**src/hw/rtl/twsu_pkg.sv**
```systemverilog
// Shared types and constants of the trailing day weather summary unit.
package twsu_pkg;

  localparam int unsigned HistDepthDef = 32;

  localparam int unsigned TsW    = 32;
  localparam int unsigned TempW  = 12;
  localparam int unsigned HumW   = 10;
  localparam int unsigned PcpW   = 12;
  localparam int unsigned SolarW = 12;
  localparam int unsigned WinW   = 20;
  localparam int unsigned SlimW  = 11;
  localparam int unsigned PsumW  = 17;
  localparam int unsigned CntOutW = 6;

  localparam int unsigned CfgIdxW  = 2;
  localparam int unsigned CfgDataW = 20;

  localparam int unsigned InDataW  = 80;
  localparam int unsigned OutDataW = 64;

  localparam logic [CfgIdxW-1:0] CFG_WINDOW = 2'd0;
  localparam logic [CfgIdxW-1:0] CFG_HFLOOR = 2'd1;
  localparam logic [CfgIdxW-1:0] CFG_SLIMIT = 2'd2;

  localparam logic [WinW-1:0]  WindowRst = 20'd86400;
  localparam logic [HumW-1:0]  HfloorRst = 10'd10;
  localparam logic [SlimW-1:0] SlimitRst = 11'd2000;

  localparam logic signed [TempW-1:0] TempLoExcl = -12'sd760;
  localparam logic signed [TempW-1:0] TempHiExcl = 12'sd1400;
  localparam logic [HumW-1:0]         HumMax     = 10'd1000;
  localparam logic [PsumW-1:0]        PsumMax    = 17'd131071;

  typedef struct packed {
    logic [WinW-1:0]  window;
    logic [HumW-1:0]  hfloor;
    logic [SlimW-1:0] slimit;
  } cfg_t;

  typedef struct packed {
    logic [PcpW-1:0]  pcp;
    logic [HumW-1:0]  hum;
    logic [TempW-1:0] temp;
    logic [TsW-1:0]   ts;
  } hist_t;

  localparam int unsigned HistW = $bits(hist_t);

  typedef struct packed {
    logic load;
    logic add;
  } acc_ctl_t;

endpackage

```
**src/hw/rtl/twsu_ram.sv**
```systemverilog
// Generic simple dual-port RAM with registered read.
module twsu_ram #(
  parameter int unsigned Width = 8,
  parameter int unsigned Depth = 32,
  localparam int unsigned AddrW = (Depth > 1) ? $clog2(Depth) : 1
) (
  input  logic             clk_i,
  input  logic             we_i,
  input  logic [AddrW-1:0] waddr_i,
  input  logic [Width-1:0] wdata_i,
  input  logic             re_i,
  input  logic [AddrW-1:0] raddr_i,
  output logic [Width-1:0] rdata_o
);

  logic [Width-1:0] mem_q [Depth];

  always_ff @(posedge clk_i) begin
    if (we_i) begin
      mem_q[waddr_i] <= wdata_i;
    end
    if (re_i) begin
      rdata_o <= mem_q[raddr_i];
    end
  end

endmodule

```
**src/hw/rtl/twsu_cfg.sv**
```systemverilog
// Configuration registers of the weather summary unit.
module twsu_cfg
  import twsu_pkg::*;
(
  input  logic                clk_i,
  input  logic                rst_ni,
  input  logic                cfg_we_i,
  input  logic [CfgIdxW-1:0]  cfg_idx_i,
  input  logic [CfgDataW-1:0] cfg_wdata_i,
  output cfg_t                cfg_o
);

  cfg_t cfg_q, cfg_d;

  always_comb begin
    cfg_d = cfg_q;
    if (cfg_we_i) begin
      case (cfg_idx_i)
        CFG_WINDOW: cfg_d.window = cfg_wdata_i[WinW-1:0];
        CFG_HFLOOR: cfg_d.hfloor = cfg_wdata_i[HumW-1:0];
        CFG_SLIMIT: cfg_d.slimit = cfg_wdata_i[SlimW-1:0];
        default: ;
      endcase
    end
  end

  always_ff @(posedge clk_i or negedge rst_ni) begin
    if (!rst_ni) begin
      cfg_q.window <= WindowRst;
      cfg_q.hfloor <= HfloorRst;
      cfg_q.slimit <= SlimitRst;
    end else begin
      cfg_q <= cfg_d;
    end
  end

  assign cfg_o = cfg_q;

endmodule

```
**src/hw/rtl/twsu_accum.sv**
```systemverilog
// Window accumulators: age test, min/max, humidity minimum, saturating sum, count.
module twsu_accum
  import twsu_pkg::*;
#(
  parameter int unsigned HISTORY_DEPTH = HistDepthDef,
  localparam int unsigned CntW = $clog2(HISTORY_DEPTH + 1)
) (
  input  logic              clk_i,
  input  acc_ctl_t          ctl_i,
  input  hist_t             cur_i,
  input  hist_t             ent_i,
  input  logic [WinW-1:0]   window_i,
  output logic              too_old_o,
  output logic [TempW-1:0]  tmin_o,
  output logic [TempW-1:0]  tmax_o,
  output logic [HumW-1:0]   hmin_o,
  output logic [PsumW-1:0]  psum_o,
  output logic [CntW-1:0]   cnt_o
);

  logic [TsW-1:0]   ts_q;
  logic [TempW-1:0] tmin_q, tmax_q;
  logic [HumW-1:0]  hmin_q;
  logic [PsumW-1:0] psum_q;
  logic [CntW-1:0]  cnt_q;
  logic [TsW:0]     age;
  logic [PsumW:0]   psum_sum;

  // signed age: a negative difference is always inside the window
  assign age       = {1'b0, ts_q} - {1'b0, ent_i.ts};
  assign too_old_o = !age[TsW] && (age[TsW-1:0] >= {{(TsW-WinW){1'b0}}, window_i});
  assign psum_sum  = {1'b0, psum_q} + {{(PsumW+1-PcpW){1'b0}}, ent_i.pcp};

  always_ff @(posedge clk_i) begin
    if (ctl_i.load) begin
      ts_q   <= cur_i.ts;
      tmin_q <= cur_i.temp;
      tmax_q <= cur_i.temp;
      hmin_q <= cur_i.hum;
      psum_q <= {{(PsumW-PcpW){1'b0}}, cur_i.pcp};
      cnt_q  <= CntW'(1);
    end else if (ctl_i.add) begin
      if ($signed(ent_i.temp) < $signed(tmin_q)) tmin_q <= ent_i.temp;
      if ($signed(ent_i.temp) > $signed(tmax_q)) tmax_q <= ent_i.temp;
      if (ent_i.hum < hmin_q) hmin_q <= ent_i.hum;
      psum_q <= (psum_sum > {1'b0, PsumMax}) ? PsumMax : psum_sum[PsumW-1:0];
      cnt_q  <= cnt_q + CntW'(1);
    end
  end

  assign tmin_o = tmin_q;
  assign tmax_o = tmax_q;
  assign hmin_o = hmin_q;
  assign psum_o = psum_q;
  assign cnt_o  = cnt_q;

endmodule

```
**src/hw/rtl/trailing_day_weather_summary_unit.sv**
```systemverilog
// Trailing-window weather summary: top level with history ring and walk sequencer.
//
// Input stream (s_axis_*): one weather observation per beat. Each beat is
// screened (humidity raised to the floor, range checks); a passing record is
// written into a ring of HISTORY_DEPTH entries held in a single RAM.
// Output stream (m_axis_*): one summary beat per input beat, tuser = accepted.
// A rejected record yields an all-zero summary and leaves the ring unchanged.
// Configuration: cfg_we_i writes register cfg_idx_i (0 window, 1 humidity
// floor, 2 solar limit) at the clock edge; write only while the unit is idle.
// Timing: an accepted record walks back one stored entry per cycle through
// the RAM read port, stopping at the first entry too old or at the fill
// level; a rejected record skips the walk. Input is taken only while the
// sequencer is idle.
// The summary is held in an output register; the next record is accepted
// while it waits, and the walk finishes and then holds until the receiver
// takes the pending beat.
// Reset clears ring pointer, fill level and configuration to defaults; the
// ring contents need no clearing as only written entries are ever read.
module trailing_day_weather_summary_unit
  import twsu_pkg::*;
#(
  parameter int unsigned HISTORY_DEPTH = HistDepthDef
) (
  input  logic                clk_i,
  input  logic                rst_ni,
  // timestamp[31:0], temperature[43:32], humidity[53:44],
  // precipitation[65:54], solar_radiation[77:66], zero pad
  input  logic [InDataW-1:0]  s_axis_tdata,
  input  logic                s_axis_tvalid,
  output logic                s_axis_tready,
  // min_temperature[11:0], max_temperature[23:12], min_humidity[33:24],
  // precipitation_sum[50:34], records_in_window[56:51], truncated[57], zero pad
  output logic [OutDataW-1:0] m_axis_tdata,
  // accepted[0]
  output logic [0:0]          m_axis_tuser,
  output logic                m_axis_tvalid,
  input  logic                m_axis_tready,
  input  logic                cfg_we_i,
  input  logic [CfgIdxW-1:0]  cfg_idx_i,
  input  logic [CfgDataW-1:0] cfg_wdata_i
);

  localparam int unsigned AW   = $clog2(HISTORY_DEPTH);
  localparam int unsigned CntW = $clog2(HISTORY_DEPTH + 1);
  localparam logic [AW-1:0]   LastAddr = AW'(HISTORY_DEPTH - 1);
  localparam logic [CntW-1:0] DepthCnt = CntW'(HISTORY_DEPTH);

  localparam logic [1:0] ST_IDLE = 2'd0;
  localparam logic [1:0] ST_WALK = 2'd1;
  localparam logic [1:0] ST_OUT  = 2'd2;

  cfg_t     cfg;
  hist_t    cur_e, ent_e;
  acc_ctl_t acc_ctl;

  logic [1:0]      state_q, state_d;
  logic [AW-1:0]   wr_idx_q, wr_idx_d, rd_addr_q, rd_addr_d, rd_addr_prev, wr_prev;
  logic [CntW-1:0] fill_q, fill_d, fill_new, rem_q, rem_d;
  logic            ok_q, ok_d, trunc_q, trunc_d;
  logic            m_valid_q, m_valid_d;
  logic [OutDataW-1:0] m_data_q, m_data_d;
  logic            m_user_q, m_user_d;

  logic [HumW-1:0]   hum_in, hum_f;
  logic [SolarW-1:0] solar_in;
  logic              pass, in_beat, out_free;
  logic              ram_we, ram_re;
  logic [AW-1:0]     ram_raddr;
  logic [HistW-1:0]  ram_rdata;
  logic              too_old;
  logic [TempW-1:0]  tmin, tmax;
  logic [HumW-1:0]   hmin;
  logic [PsumW-1:0]  psum;
  logic [CntW-1:0]   cnt;
  logic [CntW+CntOutW-1:0] cnt_ext;

  twsu_cfg u_cfg (
    .clk_i,
    .rst_ni,
    .cfg_we_i,
    .cfg_idx_i,
    .cfg_wdata_i,
    .cfg_o (cfg)
  );

  assign hum_in   = s_axis_tdata[53:44];
  assign solar_in = s_axis_tdata[77:66];
  assign hum_f    = (hum_in < cfg.hfloor) ? cfg.hfloor : hum_in;

  assign cur_e.ts   = s_axis_tdata[31:0];
  assign cur_e.temp = s_axis_tdata[43:32];
  assign cur_e.hum  = hum_f;
  assign cur_e.pcp  = s_axis_tdata[65:54];

  assign pass = ($signed(cur_e.temp) > TempLoExcl) && ($signed(cur_e.temp) < TempHiExcl)
             && (hum_f != '0) && (hum_f <= HumMax)
             && !solar_in[SolarW-1] && (solar_in[SlimW-1:0] <= cfg.slimit);

  assign s_axis_tready = (state_q == ST_IDLE);
  assign in_beat       = s_axis_tvalid && s_axis_tready;
  assign out_free      = !m_valid_q || m_axis_tready;

  assign wr_prev      = (wr_idx_q == '0) ? LastAddr : wr_idx_q - AW'(1);
  assign rd_addr_prev = (rd_addr_q == '0) ? LastAddr : rd_addr_q - AW'(1);
  assign fill_new     = (fill_q < DepthCnt) ? fill_q + CntW'(1) : fill_q;

  // walk reads never hit the entry written in the same cycle
  twsu_ram #(
    .Width (HistW),
    .Depth (HISTORY_DEPTH)
  ) u_ram (
    .clk_i,
    .we_i    (ram_we),
    .waddr_i (wr_idx_q),
    .wdata_i (cur_e),
    .re_i    (ram_re),
    .raddr_i (ram_raddr),
    .rdata_o (ram_rdata)
  );

  assign ent_e = hist_t'(ram_rdata);

  twsu_accum #(
    .HISTORY_DEPTH (HISTORY_DEPTH)
  ) u_accum (
    .clk_i,
    .ctl_i     (acc_ctl),
    .cur_i     (cur_e),
    .ent_i     (ent_e),
    .window_i  (cfg.window),
    .too_old_o (too_old),
    .tmin_o    (tmin),
    .tmax_o    (tmax),
    .hmin_o    (hmin),
    .psum_o    (psum),
    .cnt_o     (cnt)
  );

  assign cnt_ext = {{CntOutW{1'b0}}, cnt};

  always_comb begin
    state_d   = state_q;
    wr_idx_d  = wr_idx_q;
    rd_addr_d = rd_addr_q;
    fill_d    = fill_q;
    rem_d     = rem_q;
    ok_d      = ok_q;
    trunc_d   = trunc_q;
    m_valid_d = m_valid_q;
    m_data_d  = m_data_q;
    m_user_d  = m_user_q;
    ram_we    = 1'b0;
    ram_re    = 1'b0;
    ram_raddr = rd_addr_prev;
    acc_ctl   = '0;

    if (m_valid_q && m_axis_tready) begin
      m_valid_d = 1'b0;
    end

    case (state_q)
      ST_IDLE: begin
        ram_raddr = wr_prev;
        if (in_beat) begin
          ok_d    = pass;
          trunc_d = 1'b0;
          state_d = ST_OUT;
          if (pass) begin
            ram_we       = 1'b1;
            acc_ctl.load = 1'b1;
            fill_d       = fill_new;
            wr_idx_d     = (wr_idx_q == LastAddr) ? '0 : wr_idx_q + AW'(1);
            if (fill_new > CntW'(1)) begin
              ram_re    = 1'b1;
              rd_addr_d = wr_prev;
              rem_d     = fill_new - CntW'(2);
              state_d   = ST_WALK;
            end else begin
              trunc_d = (fill_new == DepthCnt);
            end
          end
        end
      end
      ST_WALK: begin
        if (too_old) begin
          trunc_d = 1'b0;
          state_d = ST_OUT;
        end else begin
          acc_ctl.add = 1'b1;
          if (rem_q == '0) begin
            trunc_d = (fill_q == DepthCnt);
            state_d = ST_OUT;
          end else begin
            ram_re    = 1'b1;
            rd_addr_d = rd_addr_prev;
            rem_d     = rem_q - CntW'(1);
          end
        end
      end
      ST_OUT: begin
        if (out_free) begin
          m_valid_d = 1'b1;
          m_user_d  = ok_q;
          m_data_d  = ok_q ? {{(OutDataW-58){1'b0}}, trunc_q, cnt_ext[CntOutW-1:0],
                              psum, hmin, tmax, tmin} : '0;
          state_d   = ST_IDLE;
        end
      end
      default: state_d = ST_IDLE;
    endcase
  end

  always_ff @(posedge clk_i or negedge rst_ni) begin
    if (!rst_ni) begin
      state_q   <= ST_IDLE;
      wr_idx_q  <= '0;
      fill_q    <= '0;
      m_valid_q <= 1'b0;
    end else begin
      state_q   <= state_d;
      wr_idx_q  <= wr_idx_d;
      fill_q    <= fill_d;
      m_valid_q <= m_valid_d;
    end
  end

  always_ff @(posedge clk_i) begin
    rd_addr_q <= rd_addr_d;
    rem_q     <= rem_d;
    ok_q      <= ok_d;
    trunc_q   <= trunc_d;
    m_data_q  <= m_data_d;
    m_user_q  <= m_user_d;
  end

  assign m_axis_tvalid   = m_valid_q;
  assign m_axis_tdata    = m_data_q;
  assign m_axis_tuser[0] = m_user_q;

endmodule

```
**config.mk**
```make
export PLATFORM = sky130hd
export DESIGN_NAME = trailing_day_weather_summary_unit
export DESIGN_NICKNAME = d
export VERILOG_FILES = /design/src/hw/rtl/twsu_pkg.sv /design/src/hw/rtl/twsu_ram.sv /design/src/hw/rtl/twsu_cfg.sv /design/src/hw/rtl/twsu_accum.sv /design/src/hw/rtl/trailing_day_weather_summary_unit.sv
export SDC_FILE = /design/constraint.sdc
export NUM_CORES = 2
export LEC_CHECK = 0
export BUFFER_PORTS_ARGS = -buffer_cell sky130_fd_sc_hd__clkbuf_2
export CORE_MARGIN = 2
export CORE_UTILIZATION = 63
export CTS_BUF_LIST = sky130_fd_sc_hd__clkbuf_16
export CTS_CLUSTER_DIAMETER = 80
export DETAILED_ROUTE_END_ITERATION = 6
export HOLD_SLACK_MARGIN = 0.03
export PLACE_DENSITY_LB_ADDON = 0.08
export SYNTH_ARGS = -nofsm -noshare
export SYNTH_HDL_FRONTEND = slang
export SYNTH_SLANG_ARGS = --single-unit
```
**constraint.sdc**
```tcl
create_clock -name clk_i -period 9.4 [get_ports clk_i]
set_input_delay 1.41 -clock clk_i [delete_from_list [all_inputs] [get_ports clk_i]]
set_output_delay 1.41 -clock clk_i [all_outputs]
set_load 0.05 [all_outputs]
```
# [Word-level counts from Yosys, hierarchy flattened]
# Memories as Yosys holds them, arrays and structs flattened. A register that Yosys moved wholly into a read port is not among the register bits.
# Index checks and enable logic that the tools add are counted.
[word_totals] ff_bits=222 ram_bits=2112 input_bits=107 output_inout_bits=67 word_cells=151 mem_count=1
[mem_list] name="u_ram.mem_q" depth=32 width=66 read_ports=1 rd_clocked_by_memory_dff=1 wr=1 line="twsu_ram.sv:16" rtl="logic [Width-1:0] mem_q [Depth];"
[classes] add_sub_neg=9 order_cmp=12 eq_ne=14 n_mux=59 reduce_logical=35
[op_table] op="12-bit two-way mux" count=8
[op_table] op="5-bit two-way mux" count=9
[op_table] op="10-bit two-way mux" count=4
[op_table] op="6-bit two-way mux" count=6
[op_table] op="32-bit by 32-bit subtractor with 33-bit output" count=1
[op_table] op="32-bit by 20-bit greater-or-equal comparator with 1-bit output" count=1
[op_table] op="10-bit less-than comparator" count=2
[op_table] op="1-bit two-way mux" count=20
[op_table] op="17-bit by 12-bit adder with 18-bit output" count=1
[op_table] op="18-bit by 17-bit greater-than comparator with 1-bit output, second input constant" count=1
[op_table] op="17-bit two-way mux" count=1
[op_table] op="2-bit AND reduction" count=8
[op_table] op="6-bit by 1-bit adder with 6-bit output, second input constant" count=2
[op_table] op="6-bit equality test, second input constant" count=2
[op_table] op="12-bit by 11-bit greater-than comparator with 1-bit output, second input constant" count=1
[op_table] op="12-bit greater-than comparator" count=1
[op_table] op="12-bit less-than comparator" count=1
[op_table] op="12-bit less-than comparator, second input constant" count=1
[op_table] op="2-bit two-way mux" count=6
[op_table] op="6-bit case mux with 2 select lines" count=1
[op_table] op="11-bit <= comparator" count=1
[op_table] op="10-bit <= comparator, second input constant" count=1
[op_table] op="5-bit zero test" count=2
[op_table] op="5-bit case mux with 2 select lines" count=1
[op_table] op="other kinds (23)" count=47

# [Depth between registers and ports, before layout]
[logic_depth] ltp_word=12 mapped_depth=22 ltp_nobuf=21

# [Hierarchy]
# Synthesis repeated with hierarchy kept, for this count alone.
[hier_totals] hier_cells=4416 area_unflattened_um2=95356.5
[modules_own_cells] module="twsu_ram" instances=1 cells_per_inst=3197 area_per_inst_um2=82112.5 seq_area_each_um2=65402.7
[modules_own_cells] module="twsu_accum" instances=1 cells_per_inst=716 area_per_inst_um2=6976.7 seq_area_each_um2=2562.5
[modules_own_cells] module="trailing_day_weather_summary_unit" instances=1 cells_per_inst=414 area_per_inst_um2=4664.5 seq_area_each_um2=2512.4
[modules_own_cells] module="twsu_cfg" instances=1 cells_per_inst=89 area_per_inst_um2=1602.8 seq_area_each_um2=1042.2

# [Worst setup path after synthesis]
# No wires, ideal clock.
[synth_path] path_type="register -> register" start="register u_accum.ts_q[0]" end="register u_ram.rdata_o[0] (read register of u_ram.mem_q) (enable)" setup_ns=0.513 t_arrival_ns=7.149 required_time_ns=8.887 setup_slack_ns=1.737 stages_incl_launch_ff=22 n_path_buf=1 synth_period_minus_slack_ns=7.663 cell_sequence="edfxtp_1 -> inv_1 -> ha_1 -> inv_1 -> fa_1 -> a211oi_1 -> o211ai_1 -> and3_1 -> or2_2 -> a31oi_1 -> xnor2_1 -> ha_1 -> a21oi_1 -> nand2_1 -> a221oi_1 -> a21oi_1 -> or3_1 -> nor4_1 -> o2111a_1 -> a21oi_1 -> buf_2 -> o22ai_1"
[synth_via] elab_chain_len=5 elab_cells_between_ends=6 classes_between="add/sub: 1; order compare: 1; mux: 2; reduce/logical: 2"
[synth_rtl] item="start: declaration" line="twsu_accum.sv:21" rtl="logic [TsW-1:0] ts_q;"
[synth_rtl] item="start signal: assignment" line="twsu_accum.sv:36" rtl="ts_q <= cur_i.ts;"
[synth_rtl] item="32-bit by 32-bit subtractor with 33-bit output *" line="twsu_accum.sv:30" rtl="assign age = {1'b0, ts_q} - {1'b0, ent_i.ts};"
[synth_rtl] item="32-bit by 20-bit greater-or-equal comparator with 1-bit output or 1-bit zero test (tied branches)" line="twsu_accum.sv:31" rtl="assign too_old_o = !age[TsW] && (age[TsW-1:0] >= {{(TsW-WinW){1'b0}}, window_i});"
[synth_rtl] item="1-bit logical AND *" line="twsu_accum.sv:31"
[synth_rtl] item="1-bit two-way mux *" line="trailing_day_weather_summary_unit.sv:185" rtl="if (too_old) begin"
[synth_rtl] item="1-bit case mux with 2 select lines *" line="trailing_day_weather_summary_unit.sv:161" rtl="case (state_q)"
[synth_rtl] item="net ram_re" line="trailing_day_weather_summary_unit.sv:67" rtl="logic ram_we, ram_re;"
[synth_rtl] item="end: declaration" line="twsu_ram.sv:13" rtl="output logic [Width-1:0] rdata_o"
# The timed path passes the listed nets; every way through them passes the cells marked *.
# A chain may end at the register's enable or synchronous reset.

# [Worst setup path after layout]
[layout_path] start="input port s_axis_tdata[33]" end="memory u_ram.mem_q[11][25] in the netlist's numbering (enable)"
[layout_via] elab_chain_len=11 elab_cells_between_ends=12 classes_between="order compare: 2; mux: 5; reduce/logical: 5"
[layout_rtl] item="start: declaration" line="trailing_day_weather_summary_unit.sv:28" rtl="input logic [InDataW-1:0] s_axis_tdata,"
[layout_rtl] item="12-bit by 11-bit greater-than comparator with 1-bit output or 12-bit less-than comparator (tied branches)" line="trailing_day_weather_summary_unit.sv:95" rtl="assign pass = ($signed(cur_e.temp) > TempLoExcl) && ($signed(cur_e.temp) < TempHiExcl)"
[layout_rtl] item="1-bit logical AND *" line="trailing_day_weather_summary_unit.sv:95"
[layout_rtl] item="1-bit logical AND * (2 in a row)" line="trailing_day_weather_summary_unit.sv:96" rtl="&& (hum_f != '0) && (hum_f <= HumMax)"
[layout_rtl] item="1-bit logical AND * (2 in a row)" line="trailing_day_weather_summary_unit.sv:97" rtl="&& !solar_in[SolarW-1] && (solar_in[SlimW-1:0] <= cfg.slimit);"
[layout_rtl] item="1-bit two-way mux *" line="trailing_day_weather_summary_unit.sv:168" rtl="if (pass) begin"
[layout_rtl] item="1-bit two-way mux *" line="trailing_day_weather_summary_unit.sv:164" rtl="if (in_beat) begin"
[layout_rtl] item="1-bit two-way mux *" line="trailing_day_weather_summary_unit.sv:161"
[layout_rtl] item="1-bit two-way mux *" line="twsu_ram.sv:19" rtl="if (we_i) begin"
[layout_rtl] item="1-bit two-way mux (not written as such) *" line="twsu_ram.sv:20" rtl="mem_q[waddr_i] <= wdata_i;"
[layout_rtl] item="end: declaration" line="twsu_ram.sv:16"
# Every way passes the cells marked *; elsewhere a longest branch is shown, timed or not.

==> metrics.md <==
| Metric | Value |
|---|---|
| Crit path largest cell delay | 870 ps |
| DR WL/cell | 26.2 um |
| Largest net degree at the start of global routing | 175 |
| Sequential share of power | 0.341 |
| Cell variety after synth | 87 |
| CTS tree | done |
| Comb pwr share | 0.417 |
| Worst-Margin Slew | 1420 ps |
| I/O Buffers | 165 |
| Antenna-violating nets left | 0 |
| VDD IR max | 0.481 mV |
| Final setup viols | 0 |
| M3 GR Usage | 0.0617 |
| Synth Warn # | 0 |
| Skew final | 30.3 ps |
| H-tree Lvls | 4 |
| WP data arrival | 7100 ps |
| Top-area cell type share of the netlist area | 0.708 |
| GR Layer Usage met2 | 0.499 |
| GRT Overall Usage | 0.324 |
| Run status | complete, no violations |
| Initial core utilization | 0.634 |
| Final Hold Fails | 0 |
| DRT Pass-1 Iters | 7 |
| Width of the die | 400 um |
| Worst Hold Class | reg -> reg |
| Fraction of layout cells with a size suffix above 1 | 0.0940 |
| Fin nets | 7875 |
| Cells after Synth | 7648 |
| Slowest CP cell | a211oi_1 |
| Die area | 160000 um^2 |
| Initial DRC count | 9376 |
| Post-synth EDFFs | 2328 |
| Switching share of total power | 0.411 |
| Core Rows | 145 |
| DRC errors left | 0 |
| Crit path buf inv count | 4 |
| CTS clk-pin slew, worst paths | 60 ps |
| I/O pin count | 174 |
| Vias in the first global route | 60400 |
| Post-Syn Area | 98700 um^2 |
| Post-synthesis sequential area ratio | 0.724 |
| Worst Path Max Fanout | 43 |
| TritonCTS sink count | 2394 |
| P_int | 21.9 mW |
| Gr busiest metal | met2 |
| Final setup TNS | 0 ps |
| Final WL | 260000 um |
| Die H | 400 um |
| Postcts setup bufs | 0 |
| M1 GR Usage | 0.474 |
| Routability congestion estimate | 0.865 |
| Final cell count without fillers | 9896 |
| Vias | 63800 |
| Post-CTS Resized | 0 |
| Ys flop type | edfxtp_1 |
| P_sw | 15.3 mW |
| Synth top area cells | edfxtp_1, nand2_1, a311oi_1 |
| Initial antenna violation count | 21 |
| Final critical-path share of the clock period | 0.706 |
| Family with the most delay on the worst path | buffers and inverters |
| Worst skew pair latency | 870 ps |
| Cts hold-fix bufs | 0 |
| Power after layout | 37.1 mW |
| Mean area per synthesized cell | 12.9 um^2 |
| Synthesis-stage register bit count | 2394 |
| CTS root buffer | clkbuf_16 |
| Global-route wire length before repair | 384000 um |
| Placed cells | 9464 |
| Crit-path cells | clkbuf_2 > o31ai_1 > a21boi_0 > o21ai_0 > a211oi_1 > nand4_1 > mux2_2 > nand2b_2 > clkinv_2 > buf_4 > and3_4 > buf_4 |
| RSZ-0062 raised after global routing | no |
| Maximum clock frequency | 151 MHz |
| Crit-path most repeated cell | buf_4 |
| DP HPWL | 137000 um |
| Worst Setup End Kind | flip-flop |
| CTS Buf Count | 230 |
| Slew Limit Fails | 0 |
| Leak Pwr | 38.7 nW |
| Clock network power share | 0.242 |
| Setup CP Type | in -> reg |
| Core Footprint | 156000 um^2 |
| Vias per cell | 6.45 |
| Gr ovfl total | 0 |
| P&R area growth vs syn | 10.1% |
| Synth async-reset ratio | 0.0230 |
| Clock buffer depth | 3 |
| Pwr dens | 342 nW/um^2 |
| Slew headroom | 0.0553 |
| Max cap viols | 0 |
| Worst setup SP type | primary input |
| Crit path required time | 9870 ps |
| Clock period minus worst slack | 6630 ps |
| Yosys top cell by area | edfxtp_1 |
==> area by class of cell <==
type / count / area (um^2)
flip-flops and latches: 2394 / 71500
fillers: 10600 / 47200
multi-input cells: 4617 / 25000
clock buffers: 234 / 5860
well taps: 2058 / 2570
repair buffers: 267 / 1770
clock inverters: 197 / 1500
inverters: 128 / 482
diodes: 1 / 2.50
==> power groups by stage <==
stage | sequential, mW | clock (mW) | combinational, mW
after global placement | 12.9 | 0 | 15.0
after CTS | 12.7 | 9.05 | 15.3
final | 12.7 | 8.98 | 15.5
after global routing | 12.7 | 9.47 | 16.7
after detailed placement | 12.9 | 0 | 15.2
after floorplan | 13.1 | 0 | 10.0
==> cells by family after synthesis <==
logic type,share of synthesized area
AND/OR/NAND/NOR,0.153
buffers and inverters,0.0263
XOR/XNOR,0.00426
flip-flops,0.724
multiplexers,0.00776
AO/OA/AOI/OAI,0.0679
other,0.0000380
adder cells (fa/ha/maj),0.0166
==> metal layers <==
layer	part of all wire	vias up	wire (um)
met1	0.40	31500	104000
met5	0.00031	-	80
li1	-	28200	-
met4	0.026	10	6860
met3	0.11	469	28000
met2	0.46	3576	120000
==> placed cells by master, fill, tap and decap left out, types with 45 or more instances in the layout <==
| cell | synthesis | routed |
|---|---|---|
| clkbuf_2 | 1 | 165 |
| o21ai_0 | 80 | 67 |
| nand3_1 | 683 | 683 |
| clkinv_1 | 1 | 46 |
| inv_1 | 127 | 194 |
| o31ai_1 | 75 | 75 |
| nand2_1 | 2271 | 2271 |
| a311oi_1 | 431 | 431 |
| and2_1 | 62 | 62 |
| a21oi_1 | 118 | 117 |
| clkinv_2 | 0 | 45 |
| ha_1 | 128 | 128 |
| buf_4 | 7 | 88 |
| and3_1 | 272 | 241 |
| edfxtp_1 | 2328 | 2328 |
| clkbuf_16 | 0 | 234 |
| a31oi_1 | 76 | 75 |
| mux2_2 | 60 | 58 |
| nor2_1 | 60 | 59 |
==> state kept, by name (all words and copies together) (netlist names), 10 cells and up <==
signal / count
u_ram.mem_q: 2112
u_ram.rdata_o: 66
m_axis_tdata: 58
u_cfg.cfg_o: 41
u_accum.ts_q: 32
u_accum.psum_o: 17
u_accum.tmax_o: 12
u_accum.tmin_o: 12
u_accum.hmin_o: 10
==> cell usage after synthesis, types with 23 or more instances <==
cell type	count
nor2_1	60
and3_1	272
edfxtp_1	2328
mux2_2	60
and2_1	62
xnor2_1	23
o31ai_1	75
a31oi_1	76
inv_1	127
dfrtp_1	42
a21oi_1	118
xor2_1	25
nand3_1	683
clkbuf_1	373
nand4_1	25
o21ai_0	80
a311oi_1	431
nand2_1	2271
buf_2	118
ha_1	128
==> final timing paths <==
kind / cells past startpoint / slack [ps] / startpoint / endpoint
max in group asynchronous: 2 / 8090 / rst_ni / u_cfg.cfg_o[36]$_DFFE_PN0P_
max: 12 / 2770 / s_axis_tdata[33] / u_ram.mem_q[11][25]$_DFFE_PP_
min in group asynchronous: 2 / 710 / rst_ni / u_cfg.cfg_o[1]$_DFFE_PN0P_
max reg2reg: 22 / 3040 / u_accum.ts_q[0]$_DFFE_PP_ / u_ram.rdata_o[21]$_DFFE_PP_
min reg2reg: 1 / 480 / u_accum.cnt_o[4]$_SDFFE_PP0P_ / u_accum.cnt_o[4]$_SDFFE_PP0P_
min: 1 / 480 / u_accum.cnt_o[4]$_SDFFE_PP0P_ / u_accum.cnt_o[4]$_SDFFE_PP0P_
==> through the flow <==
stage	setup WS (ps)	cell area [um^2]	util	hold WS (ps)
floorplan	1740	98800	-	441
global placement	2050	101000	0.650	460
detailed placement	2010	101000	0.650	472
CTS	2900	109000	0.697	479
global route	2670	109000	0.697	496
finish	2770	109000	0.697	480
==> worst reg2reg max path: stages, from the launching register on <==
cell      delay (ps)
edfxtp_1         360
inv_1             60
ha_1             190
inv_1             70
fa_1             430
a211oi_1         320
o211ai_1         180
and3_1           240
or2_2            330
a31oi_1          210
xnor2_1          150
ha_1             280
nand4_1          180
nor2_1            80
a221oi_1         260
a21oi_1          150
or3_1            390
nor4_1           300
o2111a_1         360
a21oi_2           80
buf_4            230
o22ai_4          210
buf_4            820
Power figures use the tool's default switching activity.
